--- src/rtl/sadu_pkg.sv ---
`timescale 1ns / 1ps
`default_nettype none

package sadu_pkg;

   localparam int unsigned DAY_BITS   = 8;
   localparam int unsigned TALLY_BITS = 17;
   localparam logic [TALLY_BITS-1:0] TALLY_LIMIT = 17'd65536;

   localparam logic [2:0] DS_SUSCEPTIBLE = 3'd0;
   localparam logic [2:0] DS_EXPOSED     = 3'd1;
   localparam logic [2:0] DS_INFECTIOUS  = 3'd2;
   localparam logic [2:0] DS_RECOVERED   = 3'd3;
   localparam logic [2:0] DS_DEAD        = 3'd4;

   localparam logic [1:0] VS_NONE   = 2'd0;
   localparam logic [1:0] VS_FIRST  = 2'd1;
   localparam logic [1:0] VS_SECOND = 2'd2;

   typedef struct packed {
      logic [2:0]          health_state;
      logic [1:0]          dose_state;
      logic [DAY_BITS-1:0] exposed_days_left;
      logic [DAY_BITS-1:0] sick_days_left;
      logic                fatal_mark;
      logic [DAY_BITS-1:0] dose_wait_days;
      logic                last_agent;
   } req_type;

   typedef struct packed {
      logic [2:0]            new_health_state;
      logic [DAY_BITS-1:0]   new_exposed_days;
      logic [DAY_BITS-1:0]   new_sick_days;
      logic [DAY_BITS-1:0]   new_dose_wait;
      logic                  tally_final;
      logic [TALLY_BITS-1:0] count_susceptible;
      logic [TALLY_BITS-1:0] count_exposed;
      logic [TALLY_BITS-1:0] count_infectious;
      logic [TALLY_BITS-1:0] count_recovered;
      logic [TALLY_BITS-1:0] count_dead;
      logic [TALLY_BITS-1:0] count_first_dose;
      logic [TALLY_BITS-1:0] count_second_dose;
   } rsp_type;

   typedef struct packed {
      logic susceptible;
      logic exposed;
      logic infectious;
      logic recovered;
      logic dead;
      logic first_dose;
      logic second_dose;
   } incr_type;

   typedef struct packed {
      logic [TALLY_BITS-1:0] susceptible;
      logic [TALLY_BITS-1:0] exposed;
      logic [TALLY_BITS-1:0] infectious;
      logic [TALLY_BITS-1:0] recovered;
      logic [TALLY_BITS-1:0] dead;
      logic [TALLY_BITS-1:0] first_dose;
      logic [TALLY_BITS-1:0] second_dose;
   } tally_type;

   function automatic logic [TALLY_BITS-1:0] bump(input logic [TALLY_BITS-1:0] t,
                                                  input logic en);
      return (en && (t < TALLY_LIMIT)) ? t + 17'd1 : t;
   endfunction

endpackage

`default_nettype wire

--- src/rtl/sadu_tally.sv ---
`timescale 1ns / 1ps
`default_nettype none

module sadu_tally (
   input  wire logic                clock,
   input  wire logic                reset,
   input  wire logic                load,
   input  wire logic                clear,
   input  wire sadu_pkg::incr_type  incr,
   output sadu_pkg::tally_type      counts
);

   sadu_pkg::tally_type counts_ff;
   sadu_pkg::tally_type counts_in;
   sadu_pkg::tally_type bumped;

   always_comb begin
      bumped.susceptible = sadu_pkg::bump(counts_ff.susceptible, incr.susceptible);
      bumped.exposed     = sadu_pkg::bump(counts_ff.exposed, incr.exposed);
      bumped.infectious  = sadu_pkg::bump(counts_ff.infectious, incr.infectious);
      bumped.recovered   = sadu_pkg::bump(counts_ff.recovered, incr.recovered);
      bumped.dead        = sadu_pkg::bump(counts_ff.dead, incr.dead);
      bumped.first_dose  = sadu_pkg::bump(counts_ff.first_dose, incr.first_dose);
      bumped.second_dose = sadu_pkg::bump(counts_ff.second_dose, incr.second_dose);
   end

   // The tallies restart from zero once the last agent of a pass has been counted.
   always_comb begin
      counts_in = counts_ff;
      if (load) begin
         counts_in = clear ? '0 : bumped;
      end
   end

   always_ff @(posedge clock) begin
      if (reset) begin
         counts_ff <= '0;
      end else begin
         counts_ff <= counts_in;
      end
   end

   assign counts = bumped;

endmodule

`default_nettype wire

--- src/rtl/seird_agent_day_update.sv ---
`timescale 1ns / 1ps
`default_nettype none

// One-day advance of an epidemic agent population, one agent record per transaction.
// Each record is captured in an input register, updated by shallow logic, and the
// updated record with the running S, E, I, R, D, V1 and V2 tallies is held in a
// result register, loaded from the input register unless a held result stalls; one
// record can be accepted in every cycle while the result side keeps up. The tallies
// saturate at 65536 and return to zero after the record marked last has been counted.

module seird_agent_day_update (
   input  wire logic              clock,
   input  wire logic              reset,
   input  wire logic              req_valid,
   output logic                   req_stall,
   input  wire sadu_pkg::req_type req_data,
   output logic                   rsp_valid,
   input  wire logic              rsp_stall,
   output sadu_pkg::rsp_type      rsp_data
);

   logic               s1_valid_ff;
   logic               s1_valid_in;
   sadu_pkg::req_type  s1_data_ff;
   logic               rsp_valid_ff;
   logic               rsp_valid_in;
   sadu_pkg::rsp_type  rsp_data_ff;
   sadu_pkg::rsp_type  rsp_data_in;
   logic               out_load;
   logic               req_take;
   sadu_pkg::incr_type incr;
   sadu_pkg::tally_type counts;
   logic [2:0]                   new_ds;
   logic [sadu_pkg::DAY_BITS-1:0] new_ed;
   logic [sadu_pkg::DAY_BITS-1:0] new_sd;
   logic [sadu_pkg::DAY_BITS-1:0] new_wait;

   assign out_load  = s1_valid_ff && (!rsp_valid_ff || !rsp_stall);
   assign req_stall = s1_valid_ff && !out_load;
   assign req_take  = req_valid && !req_stall;

   always_comb begin
      s1_valid_in = s1_valid_ff;
      if (!req_stall) begin
         s1_valid_in = req_valid;
      end
      rsp_valid_in = rsp_valid_ff;
      if (out_load) begin
         rsp_valid_in = 1'b1;
      end else if (!rsp_stall) begin
         rsp_valid_in = 1'b0;
      end
   end

   always_comb begin
      new_ds   = s1_data_ff.health_state;
      new_ed   = s1_data_ff.exposed_days_left;
      new_sd   = s1_data_ff.sick_days_left;
      new_wait = s1_data_ff.dose_wait_days;
      incr     = '0;
      case (s1_data_ff.health_state)
         sadu_pkg::DS_SUSCEPTIBLE: begin
            incr.susceptible = 1'b1;
         end
         sadu_pkg::DS_EXPOSED: begin
            if (s1_data_ff.exposed_days_left == '0) begin
               new_ds          = sadu_pkg::DS_INFECTIOUS;
               incr.infectious = 1'b1;
            end else begin
               new_ed       = s1_data_ff.exposed_days_left - 8'd1;
               incr.exposed = 1'b1;
            end
         end
         sadu_pkg::DS_INFECTIOUS: begin
            if (s1_data_ff.sick_days_left == '0) begin
               if (s1_data_ff.fatal_mark) begin
                  new_ds    = sadu_pkg::DS_DEAD;
                  incr.dead = 1'b1;
               end else begin
                  new_ds         = sadu_pkg::DS_RECOVERED;
                  incr.recovered = 1'b1;
               end
            end else begin
               new_sd          = s1_data_ff.sick_days_left - 8'd1;
               incr.infectious = 1'b1;
            end
         end
         sadu_pkg::DS_RECOVERED: begin
            incr.recovered = 1'b1;
         end
         sadu_pkg::DS_DEAD: begin
            incr.dead = 1'b1;
         end
         default: begin
         end
      endcase
      case (s1_data_ff.dose_state)
         sadu_pkg::VS_FIRST: begin
            incr.first_dose = 1'b1;
            if (s1_data_ff.dose_wait_days != '0) begin
               new_wait = s1_data_ff.dose_wait_days - 8'd1;
            end
         end
         sadu_pkg::VS_SECOND: begin
            incr.second_dose = 1'b1;
         end
         default: begin
         end
      endcase
   end

   sadu_tally u_tally (
      .clock  (clock),
      .reset  (reset),
      .load   (out_load),
      .clear  (s1_data_ff.last_agent),
      .incr   (incr),
      .counts (counts)
   );

   always_comb begin
      rsp_data_in.new_health_state   = new_ds;
      rsp_data_in.new_exposed_days   = new_ed;
      rsp_data_in.new_sick_days      = new_sd;
      rsp_data_in.new_dose_wait      = new_wait;
      rsp_data_in.tally_final        = s1_data_ff.last_agent;
      rsp_data_in.count_susceptible  = counts.susceptible;
      rsp_data_in.count_exposed      = counts.exposed;
      rsp_data_in.count_infectious   = counts.infectious;
      rsp_data_in.count_recovered    = counts.recovered;
      rsp_data_in.count_dead         = counts.dead;
      rsp_data_in.count_first_dose   = counts.first_dose;
      rsp_data_in.count_second_dose  = counts.second_dose;
   end

   always_ff @(posedge clock) begin
      if (reset) begin
         s1_valid_ff  <= 1'b0;
         rsp_valid_ff <= 1'b0;
      end else begin
         s1_valid_ff  <= s1_valid_in;
         rsp_valid_ff <= rsp_valid_in;
      end
   end

   always_ff @(posedge clock) begin
      if (req_take) begin
         s1_data_ff <= req_data;
      end
      if (out_load) begin
         rsp_data_ff <= rsp_data_in;
      end
   end

   assign rsp_valid = rsp_valid_ff;
   assign rsp_data  = rsp_data_ff;

endmodule

`default_nettype wire

--- config.mk ---
export PLATFORM = sky130hd
export DESIGN_NAME = seird_agent_day_update
export DESIGN_NICKNAME = d
export VERILOG_FILES = /design/src/rtl/sadu_pkg.sv /design/src/rtl/sadu_tally.sv /design/src/rtl/seird_agent_day_update.sv
export SDC_FILE = /design/constraint.sdc
export NUM_CORES = 1
export LEC_CHECK = 0
export ABC_AREA = 1
export BUFFER_PORTS_ARGS = -buffer_cell sky130_fd_sc_hd__buf_2
export CORE_UTILIZATION = 30
export DETAILED_ROUTE_END_ITERATION = 16
export PLACE_DENSITY_LB_ADDON = 0.1
export SLEW_MARGIN = 20
export SYNTH_ARGS = -nofsm -noshare
export SYNTH_HDL_FRONTEND = slang
export SYNTH_SLANG_ARGS = --single-unit
--- constraint.sdc ---
create_clock -name clock -period 6.05 [get_ports clock]
set_input_delay 0.9075 -clock clock [delete_from_list [all_inputs] [get_ports clock]]
set_output_delay 0.9075 -clock clock [all_outputs]
set_load 0.01 [all_outputs]
==> summary.txt, run 1 <==
syn avg cell area: 8.51 um2
Setup TNS Final: 0 ns
count of cell types in the netlist: 45
status: complete, no violations
post-layout util: 0.363
clock skew: 0.0148 ns
Placer Congestion: 0.827
Antenna Cells: 0
critical path arrival: 3.54 ns
max_slew headroom: 0.304
register area share after synthesis: 0.553
CTS Buf Count: 35
CP Data Required Time: 6.50 ns
worst slack, placed: 2.34 ns
share of cells above drive strength 1: 0.155
vias in the first global route: 10700
CTS Hold Bufs: 0
Final period util: 0.511
yosys warns: 0
clock sink count: 299
Core ar.: 0.0458 mm2
pwr/cell area: 270 mW/mm2
PortBufs: 183
routed vias/inst: 4.53
Synth Cell Area: 0.0140 mm2
CTS tree: done
starting density of the core: 0.307
min cycle time layout: 3.09 ns
later-pin clock latency in the skew report: 0.54 ns
gr ovfl total: 0
CTS H-tree lvls: 2
Setup CP Type: in -> reg
routed length per instance: 14.7 um
num ports: 184
Max Cap Violations: 0
postcts setup bufs: 0
# rows: 78
antenna violations before repair: 0
RSZ-0062 raised after global routing: false
Synth top area share: 0.381
Leak: 6.34 nW
startpoint types: input pin
Die W: 218 um
Area Growth Syn to Fin: 18.5%
Post-route DRC: 0
DP HPWL: 24.1 mm
Synth area leaders: edfxtp_1 (38%), dfxtp_1 (17%), nand2_1 (15%), a21oi_1 (4.6%), inv_1 (3.7%)
CP Max Fanout: 68
final hold vios: 0
endpoints failing setup: 0
Max Clk Rate: 323 MHz
CTS resizes: 0
DRT Pass-1 Iters: 5
Top FF cell, synth: edfxtp_1
VDD IR max: 0.137 mV
DRT antenna net count: 0
Iter 0 DRT Violations: 569
Yosys reg bits: 299
Final Max Slew Viols: 0
class of the worst hold path: reg -> reg
first-pass GRT wire length: 57.7 mm
die span in y: 218 um
async set or reset register ratio after synthesis: 0
Mapped Cells: 1649
clk slew on worst S/H paths: 0.06 ns
Setup crit end kind: flip-flop
EDFF count, synth: 178
area leader, netlist: edfxtp_1
pin count of the biggest net entering global routing: 155
Die Area: 0.0476 mm2
fillcell total: 4697
GRT Resource Usage Total: 0.153
worst setup margin: 2.96 ns
number of nets in the layout: 1870
Via Count: 11100
slew of the pin with the lowest slew margin: 1.04 ns
Clock Path Buffers: 3
Routed WL: 36.0 mm
root buffer cell: clkbuf_16
Mapped Nets: 1695
-- report_power, final --
part / internal [mW] / leakage [nW] / switching, mW / total, mW
combinational: 0.0506 / 3.03 / 0.148 / 0.199
sequential: 2.21 / 2.76 / 0.0190 / 2.22
clock: 1.22 / 0.543 / 0.845 / 2.06
-- final timing paths --
path	start	to	slack, ns	cells after the start
worst max-delay path	rsp_stall	u_tally.counts_ff[111]$_SDFFE_PP0P_	2.96	10
worst min-delay path	u_tally.counts_ff[106]$_SDFFE_PP0P_	u_tally.counts_ff[106]$_SDFFE_PP0P_	0.49	2
worst max register to register	rsp_valid$_SDFFE_PP0P_	u_tally.counts_ff[111]$_SDFFE_PP0P_	3.13	9
worst min register to register	u_tally.counts_ff[106]$_SDFFE_PP0P_	u_tally.counts_ff[106]$_SDFFE_PP0P_	0.49	2
-- per-layer routing --
metal  vias up  track usage  wire length, um
li1       5756            -                -
met1      5129        0.197            16500
met2       165        0.259            17300
met3        51       0.0253             1270
met4         0       0.0508              843
met5         -            0                0
-- stage by stage --
step	std cells	hold WS (ns)	cell area, um2	power, mW
finish	2450	0.485	16600	4.49
global route	2450	0.507	16600	4.67
CTS	2450	0.484	16600	4.57
detailed placement	2387	0.475	15500	2.47
global placement	2387	0.469	15500	2.47
floorplan	1649	0.427	14000	2.39
-- worst max-delay path, stage by stage --
cell and delay (ns):
buf_2 0.09, nand2_1 0.09, inv_1 0.07, nor2_4 0.14, clkinv_2 0.39, nor2_4 0.18
buf_4 0.51, buf_4 0.75, o211ai_1 0.19, a21oi_1 0.16
-- synth_stat cells (2+ instances only) --
cell	instances
a21oi_1	130
a21oi_2	4
a31oi_1	2
and2_1	13
buf_2	15
buf_4	4
buf_6	3
clkbuf_1	29
dfxtp_1	121
edfxtp_1	178
ha_1	11
inv_1	139
inv_2	3
nand2_1	568
nand2_2	4
nand2_4	2
nand3_1	93
nand3_2	2
nand3b_1	4
nand4_1	27
nor2_1	126
nor2_2	8
nor2b_1	2
nor3_1	29
o211ai_1	2
o21ai_0	28
o21ai_1	7
o21ai_2	12
o22ai_1	3
or2_2	5
xnor2_1	22
xor2_1	40
-- registers in the layout (all words and copies together) (netlist names) --
name               flops
rsp_data             147
rsp_data_in            1
rsp_valid              1
s1_data_ff            30
s1_valid_ff            1
u_tally.counts_ff    119
-- placed cells by master (no fill, tap or decap), types with 2 or more instances in the layout --
cell type    n
a21oi_1    130
a21oi_2      4
a31oi_1      2
and2_1      13
buf_2      182
buf_4        6
bufinv_16    2
clkbuf_1    10
clkbuf_16   37
clkinv_1     4
clkinv_2     9
dfxtp_1    121
edfxtp_1   178
ha_1        11
inv_1      139
inv_2        2
nand2_1    568
nand2_2      4
nand2_4      2
nand3_1     93
nand3_2      2
nand3b_1     4
nand4_1     27
nor2_1     125
nor2_2       7
nor2_4       3
nor2b_1      2
nor3_1      29
o211ai_1     2
o21ai_0     28
o21ai_1      7
o21ai_2     12
o22ai_1      3
or2_2        5
xnor2_1     22
xor2_1      40
-- cell type report --
class / instances / area [um2] / share of cell area
Clock inverter: 15 / 128 / 0.00767
Timing Repair Buffer: 189 / 976 / 0.0587
Multi-Input combinational cell: 1156 / 5490 / 0.330
Clock buffer: 48 / 977 / 0.0588
Inverter: 143 / 538 / 0.0324
Sequential cell: 299 / 7770 / 0.467
Tap cell: 600 / 751 / 0.0451
-- cells by family after synthesis --
group           share of synthesized area
simple gates                        0.267
flops                               0.553
buf+inv                            0.0559
compound gates                     0.0755
xor+xnor                           0.0387
fa+ha+maj                         0.00981
(Power assumes the default switching activity.)
==> run 2, diff against run 1 <==
==> constraint.sdc (replaced) <==
create_clock -name clock -period 2.9 [get_ports clock]
set_input_delay 0.435 -clock clock [delete_from_list [all_inputs] [get_ports clock]]
set_output_delay 0.435 -clock clock [all_outputs]
set_load 0.01 [all_outputs]
==> run 2 against run 1 <==
Sequential cell count did not move. Highest routed layer unchanged. First-iteration DRC count fell by 4.6%. Global-route usage rose by 0.44 points. Final cell count rose by 0.37%. Hold slack got worse by 0.42 ns. Critical path depth rose by 1. Clock skew rose by 0.0024 ns. Largest cell class unchanged. Critical endpoint is now u_tally.counts_ff[48]$_SDFFE_PP0P_. Power rose by 120%. Combinational power rose by 120%.
==> summary.txt, run 2 (synthesis results as in run 1) <==
DRT antenna net count: 0 (unchanged)
CP Data Required Time: 3.29 ns (was 6.50 ns)
CP Max Fanout: 18 (was 68)
hold depth: 1 (was 2)
Leak: 6.43 nW (was 6.34 nW)
number of nets in the layout: 1876 (was 1870)
commonest non-fill, non-tap cell in the layout: nand2_1 (unchanged)
Post-DP Area: 0.0156 mm2 (was 0.0155 mm2)
CTS resizes: 0 (unchanged)
Area Growth Syn to Fin: 20.2% (was 18.5%)
final hold vios: 0 (unchanged)
clk slew on worst S/H paths: 0.06 ns (about the same)
status: complete, no violations (unchanged)
vias in the first global route: 11200 (was 10700)
startpoint types: flip-flop (was input pin)
slowest CP cell: edfxtp_1 (was buf_4)
Logic pwr share: 0.045 (was 0.044)
# rows: 78 (unchanged)
PortBufs: 183 (unchanged)
Int Pwr: 7.51 mW (was 3.47 mW)
Sw Pwr: 2.20 mW (was 1.01 mW)
Max Cap Violations: 0 (unchanged)
root buffer cell: clkbuf_16 (unchanged)
die span in y: 218 um (unchanged)
fillcell total: 4699 (was 4697)
design area: 0.0169 mm2 (was 0.0166 mm2)
num ports: 184 (unchanged)
RSZ-0062 raised after global routing: false (unchanged)
GRT Resource Usage Total: 0.158 (was 0.153)
CTS tree: done (unchanged)
clock sink count: 299 (unchanged)
Setup crit end kind: flip-flop (unchanged)
R2R cell count: 11 (was 9)
first-pass GRT wire length: 59.0 mm (was 57.7 mm)
Placer Congestion: 0.837 (was 0.827)
Via Count: 11200 (was 11100)
Flop pwr share: 0.479 (was 0.496)
Clk pwr share: 0.476 (was 0.460)
Final Max Slew Viols: 0 (unchanged)
routed length per instance: 15.0 um (was 14.7 um)
max reg flops: 147 (unchanged)
class of the worst hold path: in -> reg (was reg -> reg)
share of cells above drive strength 1: 0.161 (was 0.155)
slew of the pin with the lowest slew margin: 0.703 ns (was 1.04 ns)
endpoints failing setup: 0 (unchanged)
Core ar.: 0.0458 mm2 (unchanged)
gr ovfl total: 0 (unchanged)
CP max stage delay: 0.35 ns (was 0.75 ns)
crit-path cells: inv_1 -> ha_1 -> nand3_1 -> nor2_2 -> nand3_2 -> nand2_4 -> nand2_2 -> nand2_1 -> nand2_1 -> nand2_1 -> a21oi_1 (was buf_2 -> nand2_1 -> inv_1 -> nor2_4 -> clkinv_2 -> nor2_4 -> buf_4 -> buf_4 -> o211ai_1 -> a21oi_1)
Antenna Cells: 0 (unchanged)
Final Power: 9.70 mW (was 4.49 mW)
postcts setup bufs: 0 (unchanged)
commonest cells after routing, fill and taps aside: nand2_1 (567), buf_2 (182), edfxtp_1 (178) (was nand2_1 (568), buf_2 (182), edfxtp_1 (178))
Post-route DRC: 0 (unchanged)
max_slew headroom: 0.531 (was 0.304)
CTS H-tree lvls: 2 (unchanged)
Routed WL: 37.0 mm (was 36.0 mm)
Setup CP Type: reg -> reg (was in -> reg)
Final period util: 0.773
critical path arrival: 2.63 ns (was 3.54 ns)
min cycle time layout: 2.24 ns
clock skew: 0.0171 ns (was 0.0148 ns)
Max Clk Rate: 446 MHz
pin count of the biggest net entering global routing: 120 (was 155)
Iter 0 DRT Violations: 543 (was 569)
pwr/cell area: 575 mW/mm2 (was 270 mW/mm2)
CTS Hold Bufs: 0 (unchanged)
later-pin clock latency in the skew report: 0.55 ns (was 0.54 ns)
starting density of the core: 0.307 (unchanged)
CTS Buf Count: 38 (was 35)
DRT Pass-1 Iters: 5 (unchanged)
antenna violations before repair: 0 (unchanged)
Die Area: 0.0476 mm2 (unchanged)
Clock Path Buffers: 3 (unchanged)
Sw Share: 0.226 (about the same)
Worst path most repeated cell: nand2_1
DP HPWL: 24.4 mm (was 24.1 mm)
Die W: 218 um (unchanged)
VDD IR max: 0.332 mV (was 0.137 mV)
routed vias/inst: 4.55 (was 4.53)
[run 2: cell count changes in the layout (fill, tap and decap cells not counted), sizes merged]
cell	change
buf	+3
bufinv	-1
clkbuf	+7
clkinvlp	-1
inv	+1
[run 2: critical path, delay by kind of cell (launching register included)]
| family | cells | cell delay (ns) |
|---|---|---|
| AOI/OAI and AO/OA | 1 | 0.07 |
| adders and majority gates | 1 | 0.21 |
| buffers and inverters | 1 | 0.14 |
| DFF | 1 | 0.35 |
| and+or+nand+nor | 8 | 1.29 |
[run 2: final cells by class]
cell class              instances  area, um2  area share
inverters                     143        542      0.0321
repair buffers                192       1050      0.0622
clock buffers                  55       1130      0.0670
multi-input cells            1156       5540       0.328
flip-flops and latches        299       7770       0.460
clock inverters                14       90.1     0.00534
well taps                     600        751      0.0445
[run 2: per-stage QoR]
stage | cells | setup WS [ns] | hold slack, ns | TNS, ns | util
floorplan | 1649 | -0.763 | 0.448 | -130.92 | -
global placement | 2390 | 0.724 | 0.465 | 0 | 0.342
detailed placement | 2390 | 0.656 | 0.473 | 0 | 0.342
CTS | 2459 | 0.646 | 0.0209 | 0 | 0.369
global route | 2459 | 0.384 | 0.0248 | 0 | 0.369
finish | 2459 | 0.659 | 0.0604 | 0 | 0.369
[run 2: routing by layer]
metal	vias to the layer above	GRT usage	routed length [um]
li1	5760	-	-
met1	5228	0.186	16100
met2	158	0.281	18500
met3	39	0.0412	1820
met4	0	0.0408	631
met5	-	0	0
[run 2: power by group through the flow]
| stage | registers (mW) | clock network (mW) | logic (mW) |
|---|---|---|---|
| floorplan | 4.77 | 0 | 0.220 |
| global placement | 4.74 | 0 | 0.454 |
| detailed placement | 4.74 | 0 | 0.456 |
| CTS | 4.65 | 4.79 | 0.457 |
| global route | 4.66 | 4.94 | 0.489 |
| finish | 4.65 | 4.62 | 0.441 |
[run 2: final timing paths]
check	start	endpoint	slack [ns]
setup / recovery	s1_data_ff[10]$_DFFE_PP_	u_tally.counts_ff[48]$_SDFFE_PP0P_	0.66
hold reg to reg	u_tally.counts_ff[31]$_SDFFE_PP0P_	u_tally.counts_ff[31]$_SDFFE_PP0P_	0.48
setup reg to reg	s1_data_ff[10]$_DFFE_PP_	u_tally.counts_ff[48]$_SDFFE_PP0P_	0.66
hold / removal	req_data[23]	s1_data_ff[23]$_DFFE_PP_	0.06
